### config.mk
export PLATFORM = sky130hd
export DESIGN_NAME = lcd_line_timing_stat_irq
export DESIGN_NICKNAME = d
export VERILOG_FILES = /design/src/hw/rtl/llts_pkg.sv /design/src/hw/rtl/llts_in_reg.sv /design/src/hw/rtl/llts_core.sv /design/src/hw/rtl/llts_out_reg.sv /design/src/hw/rtl/lcd_line_timing_stat_irq.sv
export SDC_FILE = /design/constraint.sdc
export NUM_CORES = 1
export LEC_CHECK = 0
export ABC_AREA = 1
export BUFFER_PORTS_ARGS = -buffer_cell sky130_fd_sc_hd__buf_2
export CAP_MARGIN = 20
export CORE_AREA = 3 3 97 99
export DETAILED_ROUTE_END_ITERATION = 16
export DIE_AREA = 0 0 100 102
export PLACE_DENSITY = 0.65
export SETUP_SLACK_MARGIN = 0.4
export SYNTH_ARGS = -nofsm -noshare
export SYNTH_HDL_FRONTEND = slang
export SYNTH_SLANG_ARGS = --single-unit
### constraint.sdc
create_clock -name clk -period 3 [get_ports clk]
set_input_delay 0.6 -clock clk [delete_from_list [all_inputs] [get_ports clk]]
set_output_delay 0.6 -clock clk [all_outputs]
set_load 0.05 [all_outputs]
### src/hw/rtl/llts_pkg.sv
// Shared types for the LCD line timing and STAT interrupt block.
// No dependencies; every other file in hw/rtl imports this package.
package llts_pkg;

  localparam int LINE_W = 8;

  typedef enum logic [1:0] {
    MODE_HBLANK = 2'd0,
    MODE_VBLANK = 2'd1,
    MODE_OAM    = 2'd2,
    MODE_DRAW   = 2'd3
  } mode_t;

  typedef struct packed {
    logic [7:0]        cycles;
    logic              lcd_enable;
    logic [LINE_W-1:0] compare_line;
    logic              lyc_int_enable;
    logic              hblank_int_enable;
    logic              vblank_int_enable;
    logic              oam_int_enable;
  } item_t;

  typedef struct packed {
    logic [LINE_W-1:0] line;
    mode_t             mode;
    logic              coincidence;
    logic              vblank_irq;
    logic              stat_irq;
    logic              hdma_request;
    logic              frame_swap;
    logic              oam_scan_start;
    logic              draw_start;
    logic              screen_clear;
  } result_t;

  // Handshake between the input register and the rest of the pipe.
  typedef struct packed {
    logic valid;
    logic take;
  } stage_ctl_t;

endpackage

### src/hw/rtl/llts_in_reg.sv
// Input register stage of the LCD line timing block.
// Depends on llts_pkg.
module llts_in_reg (
  input  logic               clk,
  input  logic               rst,
  input  logic               in_valid,
  output logic               in_ready,
  input  llts_pkg::item_t    item_in,
  input  logic               take,
  output llts_pkg::stage_ctl_t ctl,
  output llts_pkg::item_t    item
);
  import llts_pkg::*;

  logic valid;

  // Accept whenever the register is empty or the held item leaves in the same cycle.
  assign in_ready  = !valid || take;
  assign ctl.valid = valid;
  assign ctl.take  = valid && take;

  always_ff @(posedge clk) begin
    if (rst) begin
      valid <= 1'b0;
    end else if (in_ready) begin
      valid <= in_valid;
    end
  end

  always_ff @(posedge clk) begin
    if (in_valid && in_ready) begin
      item <= item_in;
    end
  end

endmodule

### src/hw/rtl/llts_core.sv
// Line timing state and status computation for one item per cycle while the result register can take it.
// Depends on llts_pkg.
module llts_core #(
  parameter int LINE_CYCLES   = 456,
  parameter int VISIBLE_LINES = 144,
  parameter int TOTAL_LINES   = 154,
  parameter int HBLANK_END    = 204,
  parameter int OAM_END       = 284
) (
  input  logic                 clk,
  input  logic                 rst,
  input  llts_pkg::stage_ctl_t ctl,
  input  llts_pkg::item_t      item,
  output llts_pkg::result_t    res
);
  import llts_pkg::*;

  localparam int CNT_W = $clog2(LINE_CYCLES + 256);

  logic [CNT_W-1:0]  line_cycle, line_cycle_next;
  logic [LINE_W-1:0] line_count, line_count_next;
  mode_t             cur_mode, cur_mode_next;
  logic              coincidence_flag, coincidence_flag_next;
  logic              stat_level, stat_level_next;
  logic              sprites_found, sprites_found_next;
  logic              line_drawn, line_drawn_next;
  logic              display_on;

  logic [CNT_W-1:0]  sum, cnt;
  logic [LINE_W:0]   ln;
  logic              advance, wrap, lvl;

  always_comb begin
    sum     = line_cycle + CNT_W'(item.cycles);
    advance = sum > CNT_W'(LINE_CYCLES);
    cnt     = advance ? sum - CNT_W'(LINE_CYCLES) : sum;
    ln      = {1'b0, line_count} + (LINE_W+1)'(1);
    wrap    = ln >= (LINE_W+1)'(TOTAL_LINES);

    line_cycle_next       = cnt;
    line_count_next       = line_count;
    sprites_found_next    = sprites_found;
    line_drawn_next       = line_drawn;
    cur_mode_next         = cur_mode;
    coincidence_flag_next = coincidence_flag;
    stat_level_next       = stat_level;
    lvl                   = 1'b0;

    res              = '0;
    res.mode         = cur_mode;
    res.coincidence  = coincidence_flag;

    if (!item.lcd_enable) begin
      // Hold status; counter and line go to zero.
      line_cycle_next  = '0;
      line_count_next  = '0;
      res.screen_clear = display_on;
    end else begin
      if (advance) begin
        sprites_found_next = 1'b0;
        line_drawn_next    = 1'b0;
        res.hdma_request   = ln < (LINE_W+1)'(VISIBLE_LINES);
        res.vblank_irq     = ln == (LINE_W+1)'(VISIBLE_LINES);
        res.frame_swap     = wrap;
        line_count_next    = wrap ? '0 : ln[LINE_W-1:0];
      end

      if (line_count_next >= LINE_W'(VISIBLE_LINES)) begin
        cur_mode_next = MODE_VBLANK;
      end else if (cnt <= CNT_W'(HBLANK_END)) begin
        cur_mode_next = MODE_HBLANK;
      end else if (cnt <= CNT_W'(OAM_END)) begin
        cur_mode_next      = MODE_OAM;
        res.oam_scan_start = !sprites_found_next;
        sprites_found_next = 1'b1;
      end else begin
        cur_mode_next   = MODE_DRAW;
        res.draw_start  = !line_drawn_next;
        line_drawn_next = 1'b1;
      end

      coincidence_flag_next = line_count_next == item.compare_line;

      lvl = (item.lyc_int_enable && coincidence_flag_next)
         || (cur_mode_next == MODE_HBLANK && item.hblank_int_enable)
         || (cur_mode_next == MODE_VBLANK && item.vblank_int_enable)
         || (cur_mode_next == MODE_OAM && item.oam_int_enable);
      res.stat_irq    = !stat_level && lvl;
      stat_level_next = lvl;

      res.mode        = cur_mode_next;
      res.coincidence = coincidence_flag_next;
    end

    res.line = line_count_next;
  end

  always_ff @(posedge clk) begin
    if (rst) begin
      line_cycle       <= '0;
      line_count       <= '0;
      cur_mode         <= MODE_HBLANK;
      coincidence_flag <= 1'b0;
      stat_level       <= 1'b0;
      sprites_found    <= 1'b0;
      line_drawn       <= 1'b0;
      display_on       <= 1'b0;
    end else if (ctl.take) begin
      line_cycle       <= line_cycle_next;
      line_count       <= line_count_next;
      cur_mode         <= cur_mode_next;
      coincidence_flag <= coincidence_flag_next;
      stat_level       <= stat_level_next;
      sprites_found    <= sprites_found_next;
      line_drawn       <= line_drawn_next;
      display_on       <= item.lcd_enable;
    end
  end

endmodule

### src/hw/rtl/llts_out_reg.sv
// Result register stage of the LCD line timing block.
// Depends on llts_pkg.
module llts_out_reg (
  input  logic                 clk,
  input  logic                 rst,
  input  llts_pkg::stage_ctl_t ctl,
  input  llts_pkg::result_t    res_in,
  output logic                 take,
  output logic                 out_valid,
  input  logic                 out_ready,
  output llts_pkg::result_t    res
);
  import llts_pkg::*;

  // Load a new result whenever the register is empty or being drained.
  assign take = !out_valid || out_ready;

  always_ff @(posedge clk) begin
    if (rst) begin
      out_valid <= 1'b0;
    end else if (take) begin
      out_valid <= ctl.valid;
    end
  end

  always_ff @(posedge clk) begin
    if (ctl.take) begin
      res <= res_in;
    end
  end

endmodule

### src/hw/rtl/lcd_line_timing_stat_irq.sv
// LCD line timing with STAT and vblank interrupt requests.
// Path: an accepted item is held in the input register, passes the core logic
// and is loaded into the result register once that register can take it.
// Throughput: one item per cycle while the output is not stalled, set by the single
// add/compare pass between the two registers.
// Reset (rst, synchronous): line counter, cycle counter, mode and all flags go
// to zero; no result is pending.
module lcd_line_timing_stat_irq #(
  parameter int LINE_CYCLES   = 456,
  parameter int VISIBLE_LINES = 144,
  parameter int TOTAL_LINES   = 154,
  parameter int HBLANK_END    = 204,
  parameter int OAM_END       = 284
) (
  input  logic       clk,
  input  logic       rst,
  input  logic       in_valid,
  output logic       in_ready,
  input  logic [7:0] cycles,
  input  logic       lcd_enable,
  input  logic [7:0] compare_line,
  input  logic       lyc_int_enable,
  input  logic       hblank_int_enable,
  input  logic       vblank_int_enable,
  input  logic       oam_int_enable,
  output logic       out_valid,
  input  logic       out_ready,
  output logic [7:0] line,
  output logic [1:0] mode,
  output logic       coincidence,
  output logic       vblank_irq,
  output logic       stat_irq,
  output logic       hdma_request,
  output logic       frame_swap,
  output logic       oam_scan_start,
  output logic       draw_start,
  output logic       screen_clear
);
  import llts_pkg::*;

  item_t      item_in, item;
  stage_ctl_t ctl;
  result_t    res_next, res;
  logic       take;

  assign item_in.cycles            = cycles;
  assign item_in.lcd_enable        = lcd_enable;
  assign item_in.compare_line      = compare_line;
  assign item_in.lyc_int_enable    = lyc_int_enable;
  assign item_in.hblank_int_enable = hblank_int_enable;
  assign item_in.vblank_int_enable = vblank_int_enable;
  assign item_in.oam_int_enable    = oam_int_enable;

  llts_in_reg u_in (
    .clk      (clk),
    .rst      (rst),
    .in_valid (in_valid),
    .in_ready (in_ready),
    .item_in  (item_in),
    .take     (take),
    .ctl      (ctl),
    .item     (item)
  );

  llts_core #(
    .LINE_CYCLES   (LINE_CYCLES),
    .VISIBLE_LINES (VISIBLE_LINES),
    .TOTAL_LINES   (TOTAL_LINES),
    .HBLANK_END    (HBLANK_END),
    .OAM_END       (OAM_END)
  ) u_core (
    .clk  (clk),
    .rst  (rst),
    .ctl  (ctl),
    .item (item),
    .res  (res_next)
  );

  llts_out_reg u_out (
    .clk       (clk),
    .rst       (rst),
    .ctl       (ctl),
    .res_in    (res_next),
    .take      (take),
    .out_valid (out_valid),
    .out_ready (out_ready),
    .res       (res)
  );

  assign line           = res.line;
  assign mode           = res.mode;
  assign coincidence    = res.coincidence;
  assign vblank_irq     = res.vblank_irq;
  assign stat_irq       = res.stat_irq;
  assign hdma_request   = res.hdma_request;
  assign frame_swap     = res.frame_swap;
  assign oam_scan_start = res.oam_scan_start;
  assign draw_start     = res.draw_start;
  assign screen_clear   = res.screen_clear;

endmodule

==> key figures, run 1 <==
STA
  • Final period util: 1.03
  • Sum Neg Setup Slack: -418 ps
  • Setup violations, final: 8
  • Worst-margin pin slew: 571 ps
  • Final Critical Period: 3090 ps
  • Final Max Slew Viols: 0
  • Hold Vio Cnt, Final: 0
  • Worst setup margin: -88.4 ps
  • RSZ-0062 raised after global routing: yes
  • Worst slew margin: 0.619
  • Clock skew: between 10 and 15 ps
  • F_max: roughly 0.32 GHz

Layout
  • Area grow syn2layout: 31.1%
  • Final instance area: about 5000 µm²
  • Non-Filler Instances: approximately 690
  • # fillers: ~770
  • Diodes inserted: 0
  • Commonest non-fill, non-tap cell in the layout: nand2_1
  • Layout cells sized above 1: 0.337
  • Commonest non-fill, non-tap cells in the layout: 124 x nand2_1, 54 x inv_1, 50 x nand3_1
  • # nets final: 617

Setup path
  • Crit-path max FO: 5
  • Crit. End Element: flop
  • Reg2reg end: u_out.res[5]
  • Cell Chain, Critical Path: ha_4 > fa_2 > buf_6 > xnor2_4 > nand2_2 > nor2_2 > nand3_2 > nand2_4 > o21bai_4 > buf_12 > clkbuf_16 > nand2_4 > nand2_2 > nor2_1 > nand3_1 > nand2_2 > nand2_4 > nand2_2 > nor2_2 > nor2_2 > a21oi_2
  • Worst r2r path cells: 21
  • Critical Path Max Stage Delay: around 420 ps
  • Most common cell on crit path: nand2_2
  • WS Path Type: flop to flop
  • Crit path buf inv count: 3
  • R2r startpoint: u_in.item[13]
  • Required @ worst endpoint: 3110 ps
  • R2R setup slack: -90 ps
  • Max stage delay cell, worst path: edfxtp_1
  • Crit path arrival time: between 3000 and 4000 ps
  • CP Launch Type: flop
  • Critical path's top delay family: simple AND/OR/NAND/NOR gates

Power and ir drop
  • Total power: roughly 2300 µW
  • Pwr dens: 462 nW/µm²
  • Pleak: 0.00227 µW
  • Peak supply drop: roughly 270 µV

Routing
  • Wirelength per Cell: around 14 µm
  • Vias per cell: slightly above 5
  • Vias: about 3600
  • First DRT Iteration DRCs: between 200 and 300
  • Residual DRC count: 0
  • Drt first pass iters: 5
  • Final antenna-violating net count: 0
  • Drt total wl: 9990 µm

Outcome
  • Violated checks: setup timing
  • Outcome: complete, but fails checks

Synth
  • Async S/R FF share, synth: 0
  • Main flop type after synthesis: edfxtp_1
  • Area contributors post-synth: edfxtp_1 31%, nand2_1 15%, dfxtp_1 14%, nand3_1 7.7%, inv_1 5.6%
  • EDFF count, synth: 39
  • Syn Nets: approximately 540
  • Yosys cell types: 36
  • Yosys top cell by area: edfxtp_1
  • Synth warn: 0
  • Cell count after synthesis: 500
  • Syn Std Cell Area: between 3000 and 4000 µm²
  • Syn Area/Cell: between 7 and 8 µm²
  • Yosys top cell area share: 0.306
  • Register bit total from synthesis: 66
  • Register area share after synthesis: 0.447

CTS
  • Clk pin slew, worst setup/hold paths: 80 ps
  • H-tree Lvls: 3
  • Num CTS Buffers: 9
  • TritonCTS clock tree: yes
  • Hold_buf cts: 0
  • Root buffer cell: clkbuf_8
  • Clk buf depth: 2
  • Worst skew pair latency: approximately 350 ps
  • CTS sink cnt: 66

Die
  • Die height: 102 µm
  • # rows: 34
  • Total Die Area: a little over 10000 µm²
  • Die Width: ~100 µm
  • Core Footprint: 8640 µm²
  • Starting density of the core: 0.443
  • I/O pin cnt: 45

Worst hold path
  • Worst Hold End: u_in.item[7]
  • WHS Path Cells: 1
  • Min-Delay Path Class: input pin to flop
  • Hold path start: compare_line[3]

Placement
  • Port bufs: 44
  • Final HPWL DP: approximately 6800 µm
  • Placed cells: between 600 and 700
  • DP Area: ~4300 µm²
  • Placer Congestion: 0.874

Global route
  • Initial antenna violation count: 0
  • Vias in the first global route: roughly 3500
  • Global route overflow: 0
  • Largest net degree at the start of global routing: 24
  • First-pass GRT wire length: 16500 µm
  • GRT Overall Usage: 0.203

Job
  • Max Cap Violations: 0
[cells in the mapped netlist, drive strengths merged (4+ instances only)]
| cell | n |
|---|---|
| edfxtp | 39 |
| nand4 | 7 |
| nor2 | 40 |
| a21oi | 35 |
| dfxtp | 27 |
| ha | 11 |
| nand3 | 65 |
| clkbuf | 6 |
| nand3b | 4 |
| buf | 6 |
| inv | 61 |
| nand2 | 168 |
| o21ai | 12 |
[layer usage]
layer  vias to the layer above  wire length (µm)  GRT usage
met1                      1689              4290      0.253
met3                        15               446     0.0451
met2                        91              5090      0.346
met5                         -                 0          0
li1                       1807                 -          -
met4                         0               170     0.0798
[sequential cells by signal (all words and copies together) (netlist names)]
name	count
u_core.coincidence_flag	1
u_core.cur_mode	2
u_core.display_on	1
u_core.line_count	8
u_core.line_cycle	10
u_core.line_drawn	1
u_core.sprites_found	1
u_core.stat_level	1
u_in.item	21
u_in.valid	1
u_out.out_valid	1
u_out.res	18
[report_power, final]
part           total (µW)  internal [µW]  leakage [µW]  switching, µW
sequential           1030           1000      0.000598           24.5
clock                 852            497      0.000114            355
combinational         437            162       0.00156            275
total                2320           1660       0.00227            654
[cell families after synthesis]
family                     after synthesis  share of synthesized area
and+or+nand+nor                        291                      0.342
buffers and inverters                   74                     0.0775
DFF                                     66                      0.447
AOI/OAI and AO/OA                       53                     0.0834
adders and majority gates               12                     0.0412
xor gates and xnor gates                 4                    0.00915
[area by class of cell]
cell class,count,area [µm²],share of cell area
well taps,108,135,0.0269
multi-input cells,361,2130,0.424
flip-flops and latches,66,1710,0.341
repair buffers,80,576,0.115
clock buffers,11,141,0.0282
inverters,62,240,0.0479
clock inverters,5,86.3,0.0172
[worst register-to-register path, cell delays in order, from the launching register on]
cell       delay, ps
edfxtp_1         420
ha_4             190
fa_2             430
buf_6            150
xnor2_4          140
nand2_2           60
nor2_2           120
nand3_2          120
nand2_4          100
o21bai_4          80
buf_12           140
clkbuf_16        150
nand2_4           50
nand2_2           40
nor2_1            80
nand3_1           90
nand2_2          140
nand2_4           80
nand2_2           60
nor2_2            40
nor2_2           110
a21oi_2           60
[through the flow]
step                 util  hold WS (ps)  worst slack, ps
finish              0.581           424            -88.4
global route        0.581           405             -264
CTS                 0.543           415             36.4
detailed placement  0.496           463            -62.4
global placement    0.496           459             13.6
floorplan               -           444              352
[what timing repair did]
action,4_1_cts,5_1_grt
endpoints found under the setup margin,13,32
hold endpoints to repair,0,0
pin swaps,7,23
gates cloned,2,1
buffers inserted,12,8
gates resized for setup,16,70
[worst max-delay path by stage]
stage / slack (ps) / to / start / cells past startpoint
2_1_floorplan: 350 / u_out.res[5] / u_in.item[13] / 19
3_3_place_gp: 10 / u_out.res[5] / u_in.item[13] / 20
3_5_place_dp: -60 / u_out.res[2] / u_in.item[13] / 18
4_1_cts: 40 / u_out.res[5] / u_in.item[13] / 18
5_1_grt: -260 / u_core.stat_level / u_in.item[13] / 20
6_report: -90 / u_out.res[5] / u_in.item[13] / 21
No activity file was read; power rests on OpenSTA's default activity.
==> run 2: changes to the inputs <==
MAX_ROUTING_LAYER = met4   (was unset)
==> key figures, run 2 (synthesized netlist as in run 1, its figures left out) <==
Outcome
  • Outcome: complete, but fails checks
  • Violated checks: setup timing

CTS
  • Worst skew pair latency: around 350 ps
  • CTS sink cnt: between 60 and 70
  • Clk buf depth: 2
  • Clk pin slew, worst setup/hold paths: approximately 80 ps
  • Root buffer cell: clkbuf_8
  • TritonCTS clock tree: yes
  • H-tree Lvls: 3
  • Num CTS Buffers: 9
  • Hold_buf cts: 0

Layout
  • Post-layout util: 0.583
  • Largest registers: u_in.item: 21 flops, u_out.res: 18 flops, u_core.line_cycle: 10 flops
  • # nets final: 616
  • Diodes inserted: 0
  • Commonest non-fill, non-tap cell in the layout: nand2_1
  • Area grow syn2layout: 31.4%
  • Final instance area: approximately 5000 µm²
  • Most flops, register: u_in.item
  • Layout cells sized above 1: 0.329
  • Commonest non-fill, non-tap cells in the layout: 132 x nand2_1, 55 x inv_1, 49 x nand3_1
  • # fillers: 752
  • Number of flip-flops in the largest register: 21

Power and ir drop
  • Pwr dens: between 400 and 500 nW/µm²
  • Pint: about 1700 µW
  • Clock network fraction of total power: 0.386
  • Total power: about 2400 µW
  • Peak supply drop: 264 µV
  • Switching Fraction: 0.277
  • Net Switching: roughly 660 µW
  • Seq pwr share: 0.433
  • Pleak: about 0.0023 µW
  • Combinational power share: 0.181

STA
  • Hold Vio Cnt, Final: 0
  • Worst slew margin: 0.616
  • Final Max Slew Viols: 0
  • Final Critical Period: slightly above 3000 ps
  • RSZ-0062 raised after global routing: yes
  • Setup violations, final: 1
  • Clock skew: 10.1 ps
  • Sum Neg Setup Slack: -19.6 ps
  • F_max: approximately 0.33 GHz
  • Worst-margin pin slew: roughly 570 ps
  • Final period util: 1.01
  • Worst setup margin: -19.6 ps

Die
  • Die height: just over 100 µm
  • # rows: 34
  • Starting density of the core: 0.443
  • Core Footprint: between 8000 and 9000 µm²
  • Total Die Area: 10200 µm²
  • Die Width: roughly 100 µm
  • I/O pin cnt: 45

Placement
  • Port bufs: 44
  • Final HPWL DP: between 6000 and 7000 µm
  • Pre-CTS setup slack: -63.4 ps
  • DP Area: around 4300 µm²
  • Placer Congestion: between 0.9 and 1

Setup path
  • WS Path Type: flop to flop
  • CP Launch Type: flop
  • Crit. End Element: flop
  • Crit-path max FO: 5
  • Required @ worst endpoint: between 3000 and 4000 ps
  • Crit path arrival time: 3220 ps

Global route
  • GRT Overall Usage: 0.213
  • Global route overflow: 0
  • First-pass GRT wire length: about 17000 µm
  • Vias in the first global route: 3547
  • Initial antenna violation count: 0
  • Largest net degree at the start of global routing: 24

Routing
  • Final antenna-violating net count: 0
  • Residual DRC count: 0
  • Drt total wl: between 10000 and 15000 µm
  • Drt first pass iters: 5
  • Wirelength per Cell: 14.7 µm
  • Vias per cell: roughly 5.2
  • First DRT Iteration DRCs: around 190
  • Vias: 3616

Job
  • Max Cap Violations: 0

Worst hold path
  • Min-Delay Path Class: input pin to flop
==> run 2: cell count changes in the layout (fill, tap and decap cells not counted), moves of 3 or more <==
cell     delta
buf_4       -5
buf_6       +4
ha_1        -3
nand2_1     +8
nand2_2     -5
nand2_4     -3
nor2_2      -3
==> run 2: stage by stage <==
step / cells / hold slack, ps
finish: 692 / 426
global route: 692 / 408
CTS: 691 / 414
detailed placement: 655 / 461
global placement: 655 / 460
floorplan: 500 / 444
==> run 2: area by class of cell <==
cell class,instances,area (µm²),share of cell area
inverter,62,235,0.0468
tap,108,135,0.0269
clock buffer,10,128,0.0254
sequential,66,1710,0.340
multi-input combinational,361,2120,0.421
clock inverter,6,115,0.0229
timing repair buffer,79,586,0.116
==> run 2: critical path, cell delays in order, from the launching register on <==
cell and delay (ps):
edfxtp_1 430, ha_4 190, fa_2 390, nand3_2 100, nand4_1 100, nand2_2 150, nand4_1 150, nand3_2 130
o21bai_4 90, buf_12 150, buf_16 140, o21ai_2 150, nand2_1 80, nor2_2 100, nand2_2 100, a21oi_4 170
nand3_1 110, a21oi_1 150
==> run 2: per-layer routing <==
metal	global-route usage	share of wire	vias up
met3	0.0355	0.044	24
li1	-	-	1800
met5	-	0	-
met1	0.244	0.41	1694
met4	0.0995	0.025	0
met2	0.366	0.52	98
==> run 2: path summary, 6_finish.rpt <==
| path | endpoint | slack [ps] | cells after the start | from |
|---|---|---|---|---|
| setup / recovery | u_out.res[5] | -20 | 17 | u_in.item[13] |
| hold / removal | u_in.item[6] | 430 | 1 | compare_line[2] |
| setup reg to reg | u_out.res[5] | -20 | 17 | u_in.item[13] |
| hold reg to reg | u_core.display_on | 470 | 2 | u_core.display_on |
==> run 2: power by group through the flow <==
stage	Clock, µW	Combinational, µW	Sequential (µW)
floorplan	0	214	1080
finish	915	430	1030
global placement	0	356	1050
global route	975	471	1030
detailed placement	0	359	1050
CTS	931	398	1030
==> run 2: repair_timing <==
item | 4_1_cts | 5_1_grt
endpoints found under the setup margin | 13 | 30
hold endpoints to repair | 0 | 0
gates resized for setup | 23 | 61
setup buffers | 17 | 1
pin swaps | 6 | 7
gates cloned | 3 | 0
==> run 3: changes to the inputs <==
CORE_AREA = 3 3 89 91   (was 3 3 97 99)
DIE_AREA = 0 0 92 94   (was 0 0 100 102)
PLACE_DENSITY = 0.76   (was 0.65)
==> key figures, run 3 (synthesized netlist as in run 1, its figures left out) <==
Layout
  • Layout cells sized above 1: 0.318
  • # fillers: around 580
  • # nets final: just over 600
  • Commonest non-fill, non-tap cell in the layout: nand2_1
  • Area of the multi-input gates: ~2100 µm²
  • Commonest non-fill, non-tap cells in the layout: 140 x nand2_1, 55 x inv_1, 50 x nand3_1
  • Diodes inserted: 0
  • Sequential cell area: approximately 1700 µm²
  • Most flops, register: u_in.item
  • Post-layout util: 0.673
  • Largest registers: u_in.item: 21 flops, u_out.res: 18 flops, u_core.line_cycle: 10 flops
  • Final instance area: slightly below 5000 µm²
  • Number of flip-flops in the largest register: 21
  • Area grow syn2layout: 26.8%

STA
  • Setup violations, final: 7
  • Final Critical Period: about 3100 ps
  • Worst setup margin: -139 ps
  • Hold Vio Cnt, Final: 0
  • F_max: roughly 0.32 GHz
  • Sum Neg Setup Slack: -615 ps
  • Worst slew margin: 0.594
  • Clock skew: around 9.3 ps
  • Worst-margin pin slew: 607 ps
  • Final period util: 1.05
  • RSZ-0062 raised after global routing: yes
  • Final Max Slew Viols: 0

Routing
  • First DRT Iteration DRCs: 179
  • Vias per cell: ~5.4
  • Wirelength per Cell: approximately 15 µm
  • Vias: 3662
  • Drt first pass iters: 6
  • Final antenna-violating net count: 0
  • Drt total wl: approximately 9900 µm
  • Residual DRC count: 0

Outcome
  • Outcome: complete, but fails checks
  • Violated checks: setup timing

Die
  • I/O pin cnt: 45
  • Core Footprint: between 7000 and 8000 µm²
  • # rows: 31
  • Die height: 94 µm
  • Starting density of the core: 0.531
  • Die Width: between 90 and 100 µm
  • Total Die Area: around 8600 µm²

Global route
  • Largest net degree at the start of global routing: 30
  • Initial antenna violation count: 0
  • Global route overflow: 0
  • Vias in the first global route: approximately 3500
  • First-pass GRT wire length: 15700 µm
  • GRT Overall Usage: 0.239

Setup path
  • Crit path arrival time: between 3000 and 4000 ps
  • Worst Setup SP: u_in.item[13]
  • Required @ worst endpoint: about 3200 ps
  • Worst r2r path cells: 19
  • Crit. End Element: flop
  • R2r startpoint: u_in.item[13]
  • WS Path Type: flop to flop
  • CP Launch Type: flop
  • Crit-path max FO: 6

Power and ir drop
  • Pleak: 0.00216 µW
  • Switching Fraction: 0.296
  • Total power: 2180 µW
  • Pwr dens: about 450 nW/µm²
  • Combinational power share: 0.194
  • Seq pwr share: 0.472
  • Pint: around 1500 µW
  • Clock network fraction of total power: 0.335
  • Peak supply drop: between 300 and 400 µV
  • Net Switching: around 650 µW

CTS
  • Clk pin slew, worst setup/hold paths: 80 ps
  • Num CTS Buffers: 9
  • CTS sink cnt: 66
  • Worst skew pair latency: ~350 ps
  • Hold_buf cts: 0
  • H-tree Lvls: 3
  • Clk buf depth: 2
  • Root buffer cell: clkbuf_8
  • TritonCTS clock tree: yes

Placement
  • Pre-CTS setup slack: -173 ps
  • DP Area: ~4300 µm²
  • Final HPWL DP: roughly 6800 µm
  • Port bufs: 44
  • Placer Congestion: approximately 0.9

Worst hold path
  • Hold path start: cycles[3]
  • Min-Delay Path Class: input pin to flop
  • WHS Path Cells: 1

Job
  • Max Cap Violations: 0
==> run 3: changes by cell type in the layout (fill, tap and decap cells not counted), sizes merged <==
cell,delta
buf,-3
clkbuf,-1
inv,+1
bufinv,-2
clkinvlp,+1
clkinv,+1
==> run 3: final timing paths <==
| kind | slack, ps | end |
|---|---|---|
| worst max-delay path | -140 | u_out.res[5] |
| worst min-delay path | 420 | u_in.item[16] |
| worst max register to register | -140 | u_out.res[5] |
| worst min register to register | 470 | u_core.display_on |
==> run 3: timing repair <==
action / in CTS / in global routing
pin swaps: 4 / 8
setup buffers: 12 / 6
gates resized for setup: 31 / 32
endpoints found under the setup margin: 13 / 26
gates cloned: 1 / 0
==> run 3: power groups by stage <==
| stage | Combinational (µW) | Sequential [µW] | Clock [µW] |
|---|---|---|---|
| 2_1_floorplan | 214 | 1080 | 0 |
| 3_3_place_gp | 345 | 1050 | 0 |
| 6_report | 423 | 1030 | 732 |
| 4_1_cts | 390 | 1030 | 752 |
| 3_5_place_dp | 353 | 1050 | 0 |
| 5_1_grt | 459 | 1030 | 787 |
==> run 3: stage by stage <==
step | cells | hold slack (ps)
2_1_floorplan | 500 | 444
3_3_place_gp | 645 | 453
3_5_place_dp | 645 | 458
4_1_cts | 674 | 406
5_1_grt | 680 | 408
6_report | 680 | 421
==> run 3: critical path, cell delays in order (launching register included) <==
cell,delay [ps]
edfxtp_1,370
ha_2,200
fa_2,430
nand3_2,90
nand3_2,80
nand2_2,70
nand2_2,90
nand4_1,130
nand3_2,130
o21bai_4,230
buf_6,130
buf_6,110
nand2_1,70
nand2_1,100
nand2_1,80
nor2_2,110
nand2_2,90
a21oi_4,220
nand3_2,100
a21oi_1,160
==> run 3: area by class of cell <==
class	count	share of cell area
Multi-Input combinational cell	361	0.431
Sequential cell	66	0.353
Timing Repair Buffer	76	0.102
Inverter	62	0.0485
Clock buffer	9	0.0255
Tap cell	99	0.0255
Clock inverter	7	0.0142
==> run 3: layer usage <==
| layer | up-vias | GRT usage | wire length (µm) |
|---|---|---|---|
| met5 | - | - | 0 |
| met4 | 0 | 0.137 | 316 |
| met3 | 33 | 0.0337 | 590 |
| met2 | 129 | 0.408 | 5030 |
| met1 | 1702 | 0.270 | 3960 |
| li1 | 1798 | - | - |
